File: src/packet_burst_rate_detector_core_assert.svh
// ----------------------------------------------------------------------------
// Packet burst rate detector assertion macros
// Concurrent assertion wrappers clocked on clk, with and without reset gating.
// ----------------------------------------------------------------------------
`ifndef PACKET_BURST_RATE_DETECTOR_CORE_ASSERT_SVH
`define PACKET_BURST_RATE_DETECTOR_CORE_ASSERT_SVH

`ifndef NO_ASSERTIONS
// Check prop at every clock edge outside reset.
`define PBRD_ASSERT(label, prop, msg) \
  label: assert property (@(posedge clk) disable iff (!rst_n) prop) else $error(msg);
// Check prop at every clock edge, reset included.
`define PBRD_ASSERT_ALWAYS(label, prop, msg) \
  label: assert property (@(posedge clk) prop) else $error(msg);
`else
`define PBRD_ASSERT(label, prop, msg)
`define PBRD_ASSERT_ALWAYS(label, prop, msg)
`endif

`endif

File: src/pbrd_pkg.sv
// ----------------------------------------------------------------------------
// Packet burst rate detector package
// Widths, register indexes, reset values and shared types.
// ----------------------------------------------------------------------------
package pbrd_pkg;

  localparam int COUNT_BITS_DEF = 32;
  localparam int COUNT_W_MAX    = 32;
  localparam int TIME_W         = 64;
  localparam int INTERVAL_W     = 36;
  localparam int THRESH_W       = 32;
  localparam int RATE_W         = 62;
  localparam int SEV_W          = 2;
  localparam int NS_W           = 30;
  localparam int CFG_ADDR_W     = 3;
  localparam int CFG_DATA_W     = 36;
  localparam int QUEUE_DEPTH    = 2;

  localparam logic [NS_W-1:0] NS_PER_SEC = NS_W'(1000000000);

  // Register indexes
  localparam logic [CFG_ADDR_W-1:0] REG_INTERVAL  = 3'd0;
  localparam logic [CFG_ADDR_W-1:0] REG_THR_LOW   = 3'd1;
  localparam logic [CFG_ADDR_W-1:0] REG_THR_MED   = 3'd2;
  localparam logic [CFG_ADDR_W-1:0] REG_THR_HIGH  = 3'd3;
  localparam logic [CFG_ADDR_W-1:0] REG_THR_CRIT  = 3'd4;

  // Reset values
  localparam logic [INTERVAL_W-1:0] INTERVAL_RST = INTERVAL_W'(1000000000);
  localparam logic [THRESH_W-1:0]   THR_LOW_RST  = THRESH_W'(1000);
  localparam logic [THRESH_W-1:0]   THR_MED_RST  = THRESH_W'(10000);
  localparam logic [THRESH_W-1:0]   THR_HIGH_RST = THRESH_W'(50000);
  localparam logic [THRESH_W-1:0]   THR_CRIT_RST = THRESH_W'(100000);

  // Severity codes
  localparam logic [SEV_W-1:0] SEV_LOW  = 2'd0;
  localparam logic [SEV_W-1:0] SEV_MED  = 2'd1;
  localparam logic [SEV_W-1:0] SEV_HIGH = 2'd2;
  localparam logic [SEV_W-1:0] SEV_CRIT = 2'd3;

  typedef logic [TIME_W-1:0]      time_t;
  typedef logic [COUNT_W_MAX-1:0] count_t;
  typedef logic [RATE_W-1:0]      rate_t;

  // One closed interval, handed from front to back
  typedef struct packed {
    time_t  event_time;
    count_t count;
    time_t  elapsed;
  } job_t;

  typedef struct packed {
    logic full;
    logic nonempty;
  } q_stat_t;

  typedef struct packed {
    logic [THRESH_W-1:0] low;
    logic [THRESH_W-1:0] med;
    logic [THRESH_W-1:0] high;
    logic [THRESH_W-1:0] critical;
  } thresh_t;

endpackage

File: src/pbrd_front.sv
// ----------------------------------------------------------------------------
// Packet burst rate detector front end
// Counts packets, measures elapsed time and closes intervals into the queue.
// ----------------------------------------------------------------------------
module pbrd_front #(
  parameter int COUNT_BITS = pbrd_pkg::COUNT_BITS_DEF
) (
  input  logic                             clk,
  input  logic                             rst_n,
  input  logic                             in_valid,
  output logic                             in_ready,
  input  pbrd_pkg::time_t                  in_time,
  input  logic [pbrd_pkg::INTERVAL_W-1:0]  interval,
  input  pbrd_pkg::q_stat_t                q_stat,
  output logic                             push,
  output pbrd_pkg::job_t                   job
);

  logic [COUNT_BITS-1:0]               count_r, count_nxt, count_inc;
  pbrd_pkg::time_t                     check_time_r, check_time_nxt;
  pbrd_pkg::time_t                     elapsed;
  logic [pbrd_pkg::INTERVAL_W-1:0]     limit;
  logic                                accept, check;

  assign in_ready  = !q_stat.full;
  assign accept    = in_valid && in_ready;
  // Saturate at all ones
  assign count_inc = (count_r == '1) ? count_r : count_r + 1'b1;
  assign elapsed   = in_time - check_time_r;
  // A zero interval acts as one nanosecond
  assign limit     = (interval == '0) ? pbrd_pkg::INTERVAL_W'(1) : interval;
  assign check     = elapsed >= pbrd_pkg::time_t'(limit);
  assign push      = accept && check;

  assign job.event_time = in_time;
  assign job.count      = pbrd_pkg::count_t'(count_inc);
  assign job.elapsed    = elapsed;

  always_comb begin
    count_nxt      = count_r;
    check_time_nxt = check_time_r;
    if (accept) begin
      if (check) begin
        count_nxt      = '0;
        check_time_nxt = in_time;
      end else begin
        count_nxt = count_inc;
      end
    end
  end

  always_ff @(posedge clk) begin
    if (!rst_n) begin
      count_r      <= '0;
      check_time_r <= '0;
    end else begin
      count_r      <= count_nxt;
      check_time_r <= check_time_nxt;
    end
  end

endmodule

File: src/pbrd_queue.sv
// ----------------------------------------------------------------------------
// Packet burst rate detector job queue
// Short FIFO of closed intervals between front end and divider back end.
// ----------------------------------------------------------------------------
module pbrd_queue (
  input  logic              clk,
  input  logic              rst_n,
  input  logic              push,
  input  pbrd_pkg::job_t    push_job,
  input  logic              pop,
  output pbrd_pkg::job_t    head_job,
  output pbrd_pkg::q_stat_t q_stat
);

  localparam int PTR_W = (pbrd_pkg::QUEUE_DEPTH > 1) ? $clog2(pbrd_pkg::QUEUE_DEPTH) : 1;
  localparam logic [PTR_W-1:0] LAST_PTR = PTR_W'(pbrd_pkg::QUEUE_DEPTH - 1);
  localparam logic [PTR_W:0]   FULL_CNT = (PTR_W + 1)'(pbrd_pkg::QUEUE_DEPTH);

  pbrd_pkg::job_t   entry_r [pbrd_pkg::QUEUE_DEPTH];
  logic [PTR_W-1:0] wr_ptr_r, wr_ptr_nxt, rd_ptr_r, rd_ptr_nxt;
  logic [PTR_W:0]   cnt_r, cnt_nxt;
  logic             do_push, do_pop;

  assign q_stat.full     = (cnt_r == FULL_CNT);
  assign q_stat.nonempty = (cnt_r != '0);
  assign head_job        = entry_r[rd_ptr_r];
  assign do_push         = push && !q_stat.full;
  assign do_pop          = pop && q_stat.nonempty;

  always_comb begin
    wr_ptr_nxt = wr_ptr_r;
    rd_ptr_nxt = rd_ptr_r;
    cnt_nxt    = cnt_r;
    if (do_push) begin
      wr_ptr_nxt = (wr_ptr_r == LAST_PTR) ? '0 : wr_ptr_r + 1'b1;
    end
    if (do_pop) begin
      rd_ptr_nxt = (rd_ptr_r == LAST_PTR) ? '0 : rd_ptr_r + 1'b1;
    end
    if (do_push && !do_pop) begin
      cnt_nxt = cnt_r + 1'b1;
    end else if (do_pop && !do_push) begin
      cnt_nxt = cnt_r - 1'b1;
    end
  end

  always_ff @(posedge clk) begin
    if (!rst_n) begin
      wr_ptr_r <= '0;
      rd_ptr_r <= '0;
      cnt_r    <= '0;
    end else begin
      wr_ptr_r <= wr_ptr_nxt;
      rd_ptr_r <= rd_ptr_nxt;
      cnt_r    <= cnt_nxt;
    end
  end

  always_ff @(posedge clk) begin
    if (do_push) begin
      entry_r[wr_ptr_r] <= push_job;
    end
  end

endmodule

File: src/pbrd_back.sv
// ----------------------------------------------------------------------------
// Packet burst rate detector back end
// Multiplies, divides one quotient bit a cycle, grades and registers events.
// ----------------------------------------------------------------------------
module pbrd_back (
  input  logic                            clk,
  input  logic                            rst_n,
  input  logic                            job_valid,
  input  pbrd_pkg::job_t                  job,
  output logic                            pop,
  input  pbrd_pkg::thresh_t               thresh,
  output logic                            out_valid,
  input  logic                            out_ready,
  output pbrd_pkg::time_t                 out_time,
  output pbrd_pkg::rate_t                 out_rate,
  output logic [pbrd_pkg::SEV_W-1:0]      out_sev
);

  localparam int STEP_W = $clog2(pbrd_pkg::RATE_W);
  localparam logic [STEP_W-1:0] LAST_STEP = STEP_W'(pbrd_pkg::RATE_W - 1);

  localparam logic [1:0] ST_IDLE  = 2'd0;
  localparam logic [1:0] ST_MUL   = 2'd1;
  localparam logic [1:0] ST_DIV   = 2'd2;
  localparam logic [1:0] ST_GRADE = 2'd3;

  logic [1:0]                   state_r, state_nxt;
  logic [STEP_W-1:0]            step_r, step_nxt;
  pbrd_pkg::time_t              time_r;
  pbrd_pkg::time_t              div_r;
  pbrd_pkg::count_t             cnt_r;
  pbrd_pkg::time_t              rem_r;
  pbrd_pkg::rate_t              quo_r;
  pbrd_pkg::rate_t              prod;
  logic [pbrd_pkg::TIME_W:0]    rem_shift, rem_diff;
  logic                         q_bit;
  logic                         burst;
  logic [pbrd_pkg::SEV_W-1:0]   sev;
  logic                         out_free, load_out;
  logic                         out_valid_r, out_valid_nxt;
  pbrd_pkg::time_t              out_time_r;
  pbrd_pkg::rate_t              out_rate_r;
  logic [pbrd_pkg::SEV_W-1:0]   out_sev_r;

  assign prod      = cnt_r * pbrd_pkg::NS_PER_SEC;
  assign rem_shift = {rem_r, quo_r[pbrd_pkg::RATE_W-1]};
  assign rem_diff  = rem_shift - {1'b0, div_r};
  assign q_bit     = rem_shift >= {1'b0, div_r};

  always_comb begin
    burst = 1'b1;
    sev   = pbrd_pkg::SEV_LOW;
    priority if (quo_r >= pbrd_pkg::rate_t'(thresh.critical)) begin
      sev = pbrd_pkg::SEV_CRIT;
    end else if (quo_r >= pbrd_pkg::rate_t'(thresh.high)) begin
      sev = pbrd_pkg::SEV_HIGH;
    end else if (quo_r >= pbrd_pkg::rate_t'(thresh.med)) begin
      sev = pbrd_pkg::SEV_MED;
    end else if (quo_r >= pbrd_pkg::rate_t'(thresh.low)) begin
      sev = pbrd_pkg::SEV_LOW;
    end else begin
      burst = 1'b0;
    end
  end

  assign out_free = !out_valid_r || out_ready;
  assign pop      = (state_r == ST_IDLE) && job_valid;
  assign load_out = (state_r == ST_GRADE) && burst && out_free;

  always_comb begin
    state_nxt     = state_r;
    step_nxt      = step_r;
    out_valid_nxt = out_valid_r;
    if (out_valid_r && out_ready) begin
      out_valid_nxt = 1'b0;
    end
    unique case (state_r)
      ST_IDLE: begin
        if (job_valid) begin
          state_nxt = ST_MUL;
        end
      end
      ST_MUL: begin
        step_nxt  = '0;
        state_nxt = ST_DIV;
      end
      ST_DIV: begin
        step_nxt = step_r + 1'b1;
        if (step_r == LAST_STEP) begin
          state_nxt = ST_GRADE;
        end
      end
      ST_GRADE: begin
        // Drop quiet intervals; hold a burst until the output slot frees
        if (!burst) begin
          state_nxt = ST_IDLE;
        end else if (out_free) begin
          state_nxt     = ST_IDLE;
          out_valid_nxt = 1'b1;
        end
      end
      default: state_nxt = ST_IDLE;
    endcase
  end

  always_ff @(posedge clk) begin
    if (!rst_n) begin
      state_r     <= ST_IDLE;
      step_r      <= '0;
      out_valid_r <= 1'b0;
    end else begin
      state_r     <= state_nxt;
      step_r      <= step_nxt;
      out_valid_r <= out_valid_nxt;
    end
  end

  always_ff @(posedge clk) begin
    if (pop) begin
      time_r <= job.event_time;
      div_r  <= job.elapsed;
      cnt_r  <= job.count;
    end
    if (state_r == ST_MUL) begin
      quo_r <= prod;
      rem_r <= '0;
    end else if (state_r == ST_DIV) begin
      quo_r <= {quo_r[pbrd_pkg::RATE_W-2:0], q_bit};
      rem_r <= q_bit ? rem_diff[pbrd_pkg::TIME_W-1:0] : rem_shift[pbrd_pkg::TIME_W-1:0];
    end
    if (load_out) begin
      out_time_r <= time_r;
      out_rate_r <= quo_r;
      out_sev_r  <= sev;
    end
  end

  assign out_valid = out_valid_r;
  assign out_time  = out_time_r;
  assign out_rate  = out_rate_r;
  assign out_sev   = out_sev_r;

endmodule

File: src/packet_burst_rate_detector_core.sv
// ----------------------------------------------------------------------------
// Packet burst rate detector core
// Flags packet bursts by rate over a configurable interval.
// ----------------------------------------------------------------------------
// Every input beat is one packet arrival with a 64-bit nanosecond timestamp.
// The front end takes one beat per clock: it bumps a saturating packet count
// (current packet included) and, once the arrival is at least interval_ns
// past the last check (modulo 2^64, a zero interval acting as one), closes
// the interval, clears the count and pushes the count, timestamp and elapsed
// time into a two-entry queue. The back end turns each closed interval into
// a rate: it loads the job, does the count * 1e9 multiply, runs the
// bit-serial restoring divide and grades the quotient against the four
// thresholds. Only a rate at or above threshold_low produces an output beat,
// carrying timestamp, rate and severity; an output register holds it while
// the back end takes the next job. in_tready drops only while two closed
// intervals are pending, so the sustained rate is one packet per cycle as
// long as intervals close no faster than the back end can grade them.
// Write configuration only while the core is idle.
// ----------------------------------------------------------------------------
`include "packet_burst_rate_detector_core_assert.svh"

module packet_burst_rate_detector_core #(
  parameter int COUNT_BITS = pbrd_pkg::COUNT_BITS_DEF
) (
  input  logic                              clk,
  input  logic                              rst_n,
  // in_tdata: [63:0] arrival_time_ns
  input  logic                              in_tvalid,
  output logic                              in_tready,
  input  logic [63:0]                       in_tdata,
  // out_tdata: [63:0] event_time_ns, [125:64] rate_pps, [127:126] severity
  output logic                              out_tvalid,
  input  logic                              out_tready,
  output logic [127:0]                      out_tdata,
  input  logic                              cfg_wr_en,
  input  logic [pbrd_pkg::CFG_ADDR_W-1:0]   cfg_addr,
  input  logic [pbrd_pkg::CFG_DATA_W-1:0]   cfg_wdata
);

  logic [pbrd_pkg::INTERVAL_W-1:0] interval_r, interval_nxt;
  pbrd_pkg::thresh_t               thresh_r, thresh_nxt;

  logic                            push, pop;
  pbrd_pkg::job_t                  push_job, head_job;
  pbrd_pkg::q_stat_t               q_stat;
  pbrd_pkg::time_t                 out_time;
  pbrd_pkg::rate_t                 out_rate;
  logic [pbrd_pkg::SEV_W-1:0]      out_sev;

  // Configuration writes; unknown indexes are ignored
  always_comb begin
    interval_nxt = interval_r;
    thresh_nxt   = thresh_r;
    if (cfg_wr_en) begin
      unique case (cfg_addr)
        pbrd_pkg::REG_INTERVAL: interval_nxt = cfg_wdata[pbrd_pkg::INTERVAL_W-1:0];
        pbrd_pkg::REG_THR_LOW:  thresh_nxt.low = cfg_wdata[pbrd_pkg::THRESH_W-1:0];
        pbrd_pkg::REG_THR_MED:  thresh_nxt.med = cfg_wdata[pbrd_pkg::THRESH_W-1:0];
        pbrd_pkg::REG_THR_HIGH: thresh_nxt.high = cfg_wdata[pbrd_pkg::THRESH_W-1:0];
        pbrd_pkg::REG_THR_CRIT: thresh_nxt.critical = cfg_wdata[pbrd_pkg::THRESH_W-1:0];
        default: ;
      endcase
    end
  end

  always_ff @(posedge clk) begin
    if (!rst_n) begin
      interval_r        <= pbrd_pkg::INTERVAL_RST;
      thresh_r.low      <= pbrd_pkg::THR_LOW_RST;
      thresh_r.med      <= pbrd_pkg::THR_MED_RST;
      thresh_r.high     <= pbrd_pkg::THR_HIGH_RST;
      thresh_r.critical <= pbrd_pkg::THR_CRIT_RST;
    end else begin
      interval_r <= interval_nxt;
      thresh_r   <= thresh_nxt;
    end
  end

  // Front end: count packets and close intervals
  pbrd_front #(
    .COUNT_BITS (COUNT_BITS)
  ) u_front (
    .clk      (clk),
    .rst_n    (rst_n),
    .in_valid (in_tvalid),
    .in_ready (in_tready),
    .in_time  (in_tdata),
    .interval (interval_r),
    .q_stat   (q_stat),
    .push     (push),
    .job      (push_job)
  );

  // Decouple the line-rate front from the slow divider
  pbrd_queue u_queue (
    .clk      (clk),
    .rst_n    (rst_n),
    .push     (push),
    .push_job (push_job),
    .pop      (pop),
    .head_job (head_job),
    .q_stat   (q_stat)
  );

  // Back end: rate, grade and output beat
  pbrd_back u_back (
    .clk       (clk),
    .rst_n     (rst_n),
    .job_valid (q_stat.nonempty),
    .job       (head_job),
    .pop       (pop),
    .thresh    (thresh_r),
    .out_valid (out_tvalid),
    .out_ready (out_tready),
    .out_time  (out_time),
    .out_rate  (out_rate),
    .out_sev   (out_sev)
  );

  assign out_tdata = {out_sev, out_rate, out_time};

  // Front never pushes into a full queue
  `PBRD_ASSERT(a_push_not_full, push |-> !q_stat.full, "interval closed into a full queue")
  // Back only pops a pending job
  `PBRD_ASSERT(a_pop_nonempty, pop |-> q_stat.nonempty, "job popped from an empty queue")
  // Every event carries a rate at or above the lowest threshold
  `PBRD_ASSERT(a_event_is_burst,
    out_tvalid |-> (out_tdata[125:64] >= pbrd_pkg::rate_t'(thresh_r.low)),
    "event below lowest threshold")
  // Reset leaves no event pending on the first cycle out of reset
  `PBRD_ASSERT_ALWAYS(a_reset_clears_out, (rst_n && $past(!rst_n)) |-> !out_tvalid,
    "event pending after reset")

endmodule

File: config.mk
export PLATFORM = sky130hd
export DESIGN_NAME = packet_burst_rate_detector_core
export DESIGN_NICKNAME = d
export VERILOG_FILES = /design/src/pbrd_pkg.sv /design/src/pbrd_front.sv /design/src/pbrd_queue.sv /design/src/pbrd_back.sv /design/src/packet_burst_rate_detector_core.sv
export VERILOG_INCLUDE_DIRS = /design/src /design/src/src
export SDC_FILE = /design/constraint.sdc
export NUM_CORES = 2
export LEC_CHECK = 0
export BUFFER_PORTS_ARGS = -buffer_cell sky130_fd_sc_hd__buf_2
export CORE_MARGIN = 1
export CORE_UTILIZATION = 44
export CTS_CLUSTER_DIAMETER = 30
export DETAILED_ROUTE_END_ITERATION = 8
export PLACE_DENSITY_LB_ADDON = 0.05
export SLEW_MARGIN = 10
export SYNTH_ARGS = -nofsm -noshare
export SYNTH_HDL_FRONTEND = slang
export SYNTH_HIERARCHICAL = 1
export SYNTH_SLANG_ARGS = --single-unit
File: constraint.sdc
create_clock -name clk -period 35.3 [get_ports clk]
set_clock_uncertainty 0.2 [all_clocks]
set_input_delay 1.765 -clock clk [delete_from_list [all_inputs] [get_ports clk]]
set_output_delay 1.765 -clock clk [all_outputs]
set_load 0.05 [all_outputs]
Word level (Yosys, flattened, before mapping). Memory sizes are Yosys's and may differ from the RTL's. A register that Yosys moved wholly into a read port is not among the register bits. Index checks and enable logic that the tools add are counted.

Register bits: 527. Bits of input ports: 108. RAM bits: 320. Output and inout port bits: 130. Word-level logic and storage cells: 106. Memories kept: 1.

Memories: u_queue.entry_r (depth 2, width 160, read ports 1, clocked after Yosys merged registers in 1, write ports 1, RTL line pbrd_queue.sv:19) `pbrd_pkg::job_t entry_r [pbrd_pkg::QUEUE_DEPTH];`.

Magnitude comparators: 6. Multiplexer cells: 28. $mul: 1. Reductions and logical operators: 29. Equality and inequality tests: 13. $add $sub $neg: 8.

Operator list (count): $ge 62x32->1 (4); $sub 64x64->64 (2); $mux 62 (2); $ge 65x64->1 (1); $ge 64x36->1 (1); $mux 32 (2); $mux 64 (1); $mul 32x21->53 const B (1); $logic_not 36->1 (1); $mux 36 (1); $add 32x1->32 const B (1); $eq 32x32->1 const B (1); $mux 1 (14); $mux 2 (6); $pmux 6 s2 (1); $reduce_and 2->1 (6); $logic_and 1x1->1 (10); $pmux 2 s4 (1); $add 6x1->6 const B (1); $eq 2x2->1 const B (3); $eq 3x2->1 const B (2); $eq 6x6->1 const B (1); $reduce_bool 2->1 (3); $logic_not 1->1 (4); 13 further kinds (15).

Depth between registers and ports, before layout.
Depth after elaboration: 9. Depth in mapped cells: 34. Gate-level depth less buffers: 32.

Cells and area by module. The synthesis kept the hierarchy.

Modules (own cells, without submodules): pbrd_back (cells each 3302, sequential area each 11881.4 um^2, area an instance 35086.2 um^2, instances 1); pbrd_queue (cells each 523, sequential area each 9709.3 um^2, area an instance 12187.9 um^2, instances 1); pbrd_front (cells each 1472, sequential area each 1921.8 um^2, area an instance 10437.5 um^2, instances 1); packet_burst_rate_detector_core (cells each 597, sequential area each 3283.1 um^2, area an instance 6207.2 um^2, instances 1).

Worst setup path after synthesis. No wires, ideal clock.

Path kind: input to register. Start point: input port in_tdata[0]. End point: memory u_queue/entry_r[0][0] in the netlist's numbering, enable pin. Arrival time: 12386 ps. Slack: 22063 ps. Library setup time: 651 ps. Cell stages on the path: 29. Buffers on the path: 2. Data required time: 34449 ps. Cell sequence: inv_1 -> ha_1 -> inv_1 -> fa_1 -> a21o_1 -> a221oi_2 -> o22a_1 -> nor2b_1 -> nor2_1 -> nor3_1 -> nor2_1 -> a21oi_1 -> o21ai_0 -> a21o_1 -> a21oi_1 -> xnor2_1 -> ha_1 -> o2111ai_1 -> nor3_1 -> or3_1 -> a311o_1 -> or3_1 -> or4_1 -> and4b_1 -> a41oi_1 -> buf_2 -> buf_2 -> inv_1 -> nor3_2.

RTL lines: start, declared (RTL line packet_burst_rate_detector_core.sv:30) `input logic [63:0] in_tdata,`; end, declared (RTL line pbrd_queue.sv:19).

==> tab_implementation.tex <==
\begin{tabular}{lr}
\hline
Metric & Value \\
\hline
\multicolumn{2}{l}{\textbf{Routing}} \\
Number of iterations in the first detailed-routing pass & 9 \\
Antenna violation net count after detailed routing & 0 \\
Number of vias per cell after detailed routing & 5.332 \\
Via count & 43.86k \\
Number of design rule violations left after detail routing & 32 \\
Wirelength per Cell & 21.54 um \\
Number of DRC violations after detailed-routing iteration 0 & 3,088 \\
Total length of routed wires & 177,200 um \\
\multicolumn{2}{l}{\textbf{Clock network}} \\
Clock sinks & 1,008 \\
H-tree Lvls & 4 \\
CTS Hold Bufs & 0 \\
Post-CTS sizing & 0 \\
Buffer levels on the longest clock path & 3 \\
CTS root buffer & sky130\_fd\_sc\_hd\_\_clkbuf\_16 \\
Clock buffer count from CTS & 234 \\
Register clock-pin slew on the reported worst setup and hold paths & 0.05 ns \\
Post-CTS setup-driven buffer insertion count & 0 \\
Clock tree from TritonCTS & yes \\
Later-pin clock latency in the skew report & 0.85 ns \\
\multicolumn{2}{l}{\textbf{Cells and area}} \\
\# nets final & 7,098 \\
Layout cells sized above 1 & 14.93\% \\
Non-filler cells in the finished layout & 8,226 \\
Top library cells by usage in the layout, fill and taps aside & sky130\_fd\_sc\_hd\_\_inv\_1, sky130\_fd\_sc\_hd\_\_edfxtp\_1, sky130\_fd\_sc\_hd\_\_nand2\_1 \\
Synthesis-to-finish area growth & 17.08\% \\
Fillers & 12.84k \\
Final non-filler cell area & 74,840 um\^{}2 \\
Leading cell type in the layout, fill and taps excluded & sky130\_fd\_sc\_hd\_\_inv\_1 \\
Total area of multi-input combinational cells & 32,650 um\^{}2 \\
Area taken by flip-flops and latches & 26,800 um\^{}2 \\
\multicolumn{2}{l}{\textbf{Global routing}} \\
Via count of the first global-routing pass & 44.16k \\
Largest net degree at the start of global routing & 100 \\
Total global routing track utilization & 24.18\% \\
Antenna violations before repair & 11 \\
First-pass GRT wire length & 271,100 um \\
Global-route congestion overflow total & 0 \\
\multicolumn{2}{l}{\textbf{Logic synthesis}} \\
Number of warnings reported in the yosys synthesis log & 6 \\
Proportion of synthesized chip area in sequential cells & 41.92\% \\
Mapped cell area & 63,920 um\^{}2 \\
Synthesized area divided by synthesized cell count & 10.84 um\^{}2 \\
Synthesized net count & 6,881 \\
Synthesized instance count & 5,894 \\
Post-synth EDFFs & 661 \\
Asr flop ratio synth & 0\% \\
Ys flop type & sky130\_fd\_sc\_hd\_\_edfxtp\_1 \\
Number of flip-flops and latches in the synthesized netlist & 1,008 \\
Synth cell types & 96 \\
\multicolumn{2}{l}{\textbf{Placed design}} \\
Number of buffers inserted by port buffering & 237 \\
Final RePlAce weighted congestion & 0.9200 \\
Number of placed cells counting well taps & 7,778 \\
Placed Area & 66,250 um\^{}2 \\
HPWL after detailed placement & 133,600 um \\
\multicolumn{2}{l}{\textbf{Critical path}} \\
Required arrival time at the worst endpoint & 35.58 ns \\
CP Capture Type & flip-flop \\
Data arrival time at the worst-slack endpoint & 9.44 ns \\
Startpoint Class & primary input \\
Delay of the slowest cell on the worst path & 0.54 ns \\
Type of the worst setup path & primary input to flip-flop \\
Worst-path maximum fanout & 56 \\
Setup slack of the most critical reg-to-reg path & 26.90 ns \\
Crit-path slowest cell & sky130\_fd\_sc\_hd\_\_or4\_1 \\
\multicolumn{2}{l}{\textbf{Timing}} \\
Setup violation total in the final timing report & 0 \\
Setup repair after global routing missed its margin & no \\
Setup tns final & 0 ns \\
Post-route clock period utilization & 25.94\% \\
Pins over their slew limit & 0 \\
Post-layout minimum cycle time & 9.157 ns \\
Worst relative slew slack & 20.31\% \\
Actual transition at the worst max-transition pin & 1.192 ns \\
Achievable clock frequency & 109.2 MHz \\
Final hold vios & 0 \\
\multicolumn{2}{l}{\textbf{Worst hold path}} \\
Class of the tightest hold or removal check & flip-flop to flip-flop \\
\multicolumn{2}{l}{\textbf{Floorplan}} \\
I/O Pins & 238 \\
Total number of placement rows & 139 \\
X dimension of the die & 383.1 um \\
Core outline area & 143,800 um\^{}2 \\
Die Span Y & 383.1 um \\
DIE AREA & 146,800 um\^{}2 \\
Initial core utilization & 44.44\% \\
\multicolumn{2}{l}{\textbf{Status}} \\
Result of the run & complete, but fails checks \\
Violations in the final reports & DRC \\
\multicolumn{2}{l}{\textbf{Flow run}} \\
Number of maximum-capacitance constraint violations & 0 \\
\hline
\end{tabular}
==> Yosys cell counts (21+ instances only) <==
cell / n / share of area (%)
sky130_fd_sc_hd__nand2b_1: 26 / 0.25
sky130_fd_sc_hd__fa_1: 314 / 9.8
sky130_fd_sc_hd__a22o_1: 46 / 0.63
sky130_fd_sc_hd__mux2_4: 100 / 2.3
sky130_fd_sc_hd__a21boi_0: 26 / 0.31
sky130_fd_sc_hd__nand4_1: 103 / 1.0
sky130_fd_sc_hd__a31o_2: 68 / 0.93
sky130_fd_sc_hd__or3_1: 27 / 0.26
sky130_fd_sc_hd__o21ai_0: 152 / 1.2
sky130_fd_sc_hd__nor4_1: 36 / 0.35
sky130_fd_sc_hd__xnor2_1: 121 / 1.7
sky130_fd_sc_hd__mux2i_1: 178 / 2.8
sky130_fd_sc_hd__a211oi_1: 21 / 0.25
sky130_fd_sc_hd__a21oi_1: 282 / 2.2
sky130_fd_sc_hd__edfxtp_1: 661 / 31
sky130_fd_sc_hd__nor2b_1: 102 / 1.0
sky130_fd_sc_hd__dfxtp_1: 347 / 11
sky130_fd_sc_hd__nand2_1: 582 / 3.4
sky130_fd_sc_hd__xor2_1: 78 / 1.1
sky130_fd_sc_hd__nand3_1: 44 / 0.34
sky130_fd_sc_hd__a311oi_1: 49 / 0.67
sky130_fd_sc_hd__o21bai_1: 27 / 0.32
sky130_fd_sc_hd__buf_2: 47 / 0.37
sky130_fd_sc_hd__a21o_1: 150 / 1.8
sky130_fd_sc_hd__inv_1: 789 / 4.6
sky130_fd_sc_hd__ha_1: 565 / 11
sky130_fd_sc_hd__nor2_1: 279 / 1.6
sky130_fd_sc_hd__buf_4: 77 / 0.90
sky130_fd_sc_hd__buf_6: 26 / 0.46
sky130_fd_sc_hd__mux2_2: 61 / 1.1
sky130_fd_sc_hd__a31oi_1: 32 / 0.31
sky130_fd_sc_hd__clkbuf_1: 132 / 0.78
sky130_fd_sc_hd__nor3_1: 42 / 0.33
==> registers in the layout, summed over array words and instances (netlist names), 2 cells and up, named ones only <==
name,cells
u_queue/entry_r,320
thresh_r,128
u_back/div_r,64
u_back/out_time,64
u_back/rem_r,64
u_back/time_r,64
u_front/check_time_r,64
u_back/out_rate,62
u_back/quo_r,62
interval_r,36
u_back/cnt_r,32
u_front/count_r,32
u_back/step_r,6
u_back/out_sev,2
u_back/state_r,2
u_queue/cnt_r,2
==> kinds of logic after synthesis <==
logic type      count (synthesis)  share of synthesized area, %
buf+inv                      1078                         7.180
compound gates               1041                         11.07
mux                           339                         6.211
xor+xnor                      199                         2.727
simple gates                 1350                         9.999
fa+ha+maj                     879                         20.89
flops                        1008                         41.92
==> final timing paths <==
kind / startpoint / end / depth (start not counted)
hold / removal: u_back/time_r[14] / u_back/out_time[14] / 0
hold reg to reg: u_back/time_r[14] / u_back/out_time[14] / 0
setup reg to reg: u_front/check_time_r[0] / u_queue/entry_r[0][6] / 30
setup / recovery: in_tdata[0] / u_queue/entry_r[0][6] / 32
==> per-layer routing <==
layer  vias up  track usage, %  routed length (um)
li1      21010               -                   -
met1     21490           37.10               90400
met2      1156           35.31               74490
met3       194           4.201                9819
met4         8           5.052                2405
met5         -               0                  40
==> cell type report <==
cell class | instances | share of cell area, %
multi-input cells | 3808 | 43.63
flip-flops and latches | 1008 | 35.81
clock buffers | 280 | 8.272
inverters | 789 | 3.957
clock inverters | 166 | 3.200
well taps | 1903 | 3.182
repair buffers | 270 | 1.946
diodes | 2 | 0.006688
==> through the flow <==
| step | utilization [%] | setup slack (ns) | hold slack [ns] |
|---|---|---|---|
| floorplan | - | 22.06 | 0.2003 |
| global placement | 46.06 | 25.45 | 0.2004 |
| detailed placement | 46.06 | 25.34 | 0.2045 |
| CTS | 52.03 | 26.21 | 0.2133 |
| global route | 52.03 | 25.64 | 0.2109 |
| finish | 52.03 | 26.14 | 0.2064 |
==> critical path: cells and delay by family <==
| family | cells | cell delay, ns |
|---|---|---|
| AO/OA/AOI/OAI | 12 | 2.57 |
| XOR/XNOR | 1 | 0.20 |
| buffers and inverters | 7 | 1.49 |
| AND/OR/NAND/NOR | 9 | 2.46 |
| adder cells (fa/ha/maj) | 3 | 0.86 |
Power is not shown: default switching activity piles up to over one toggle a cycle in this logic, so the estimate is an artifact.
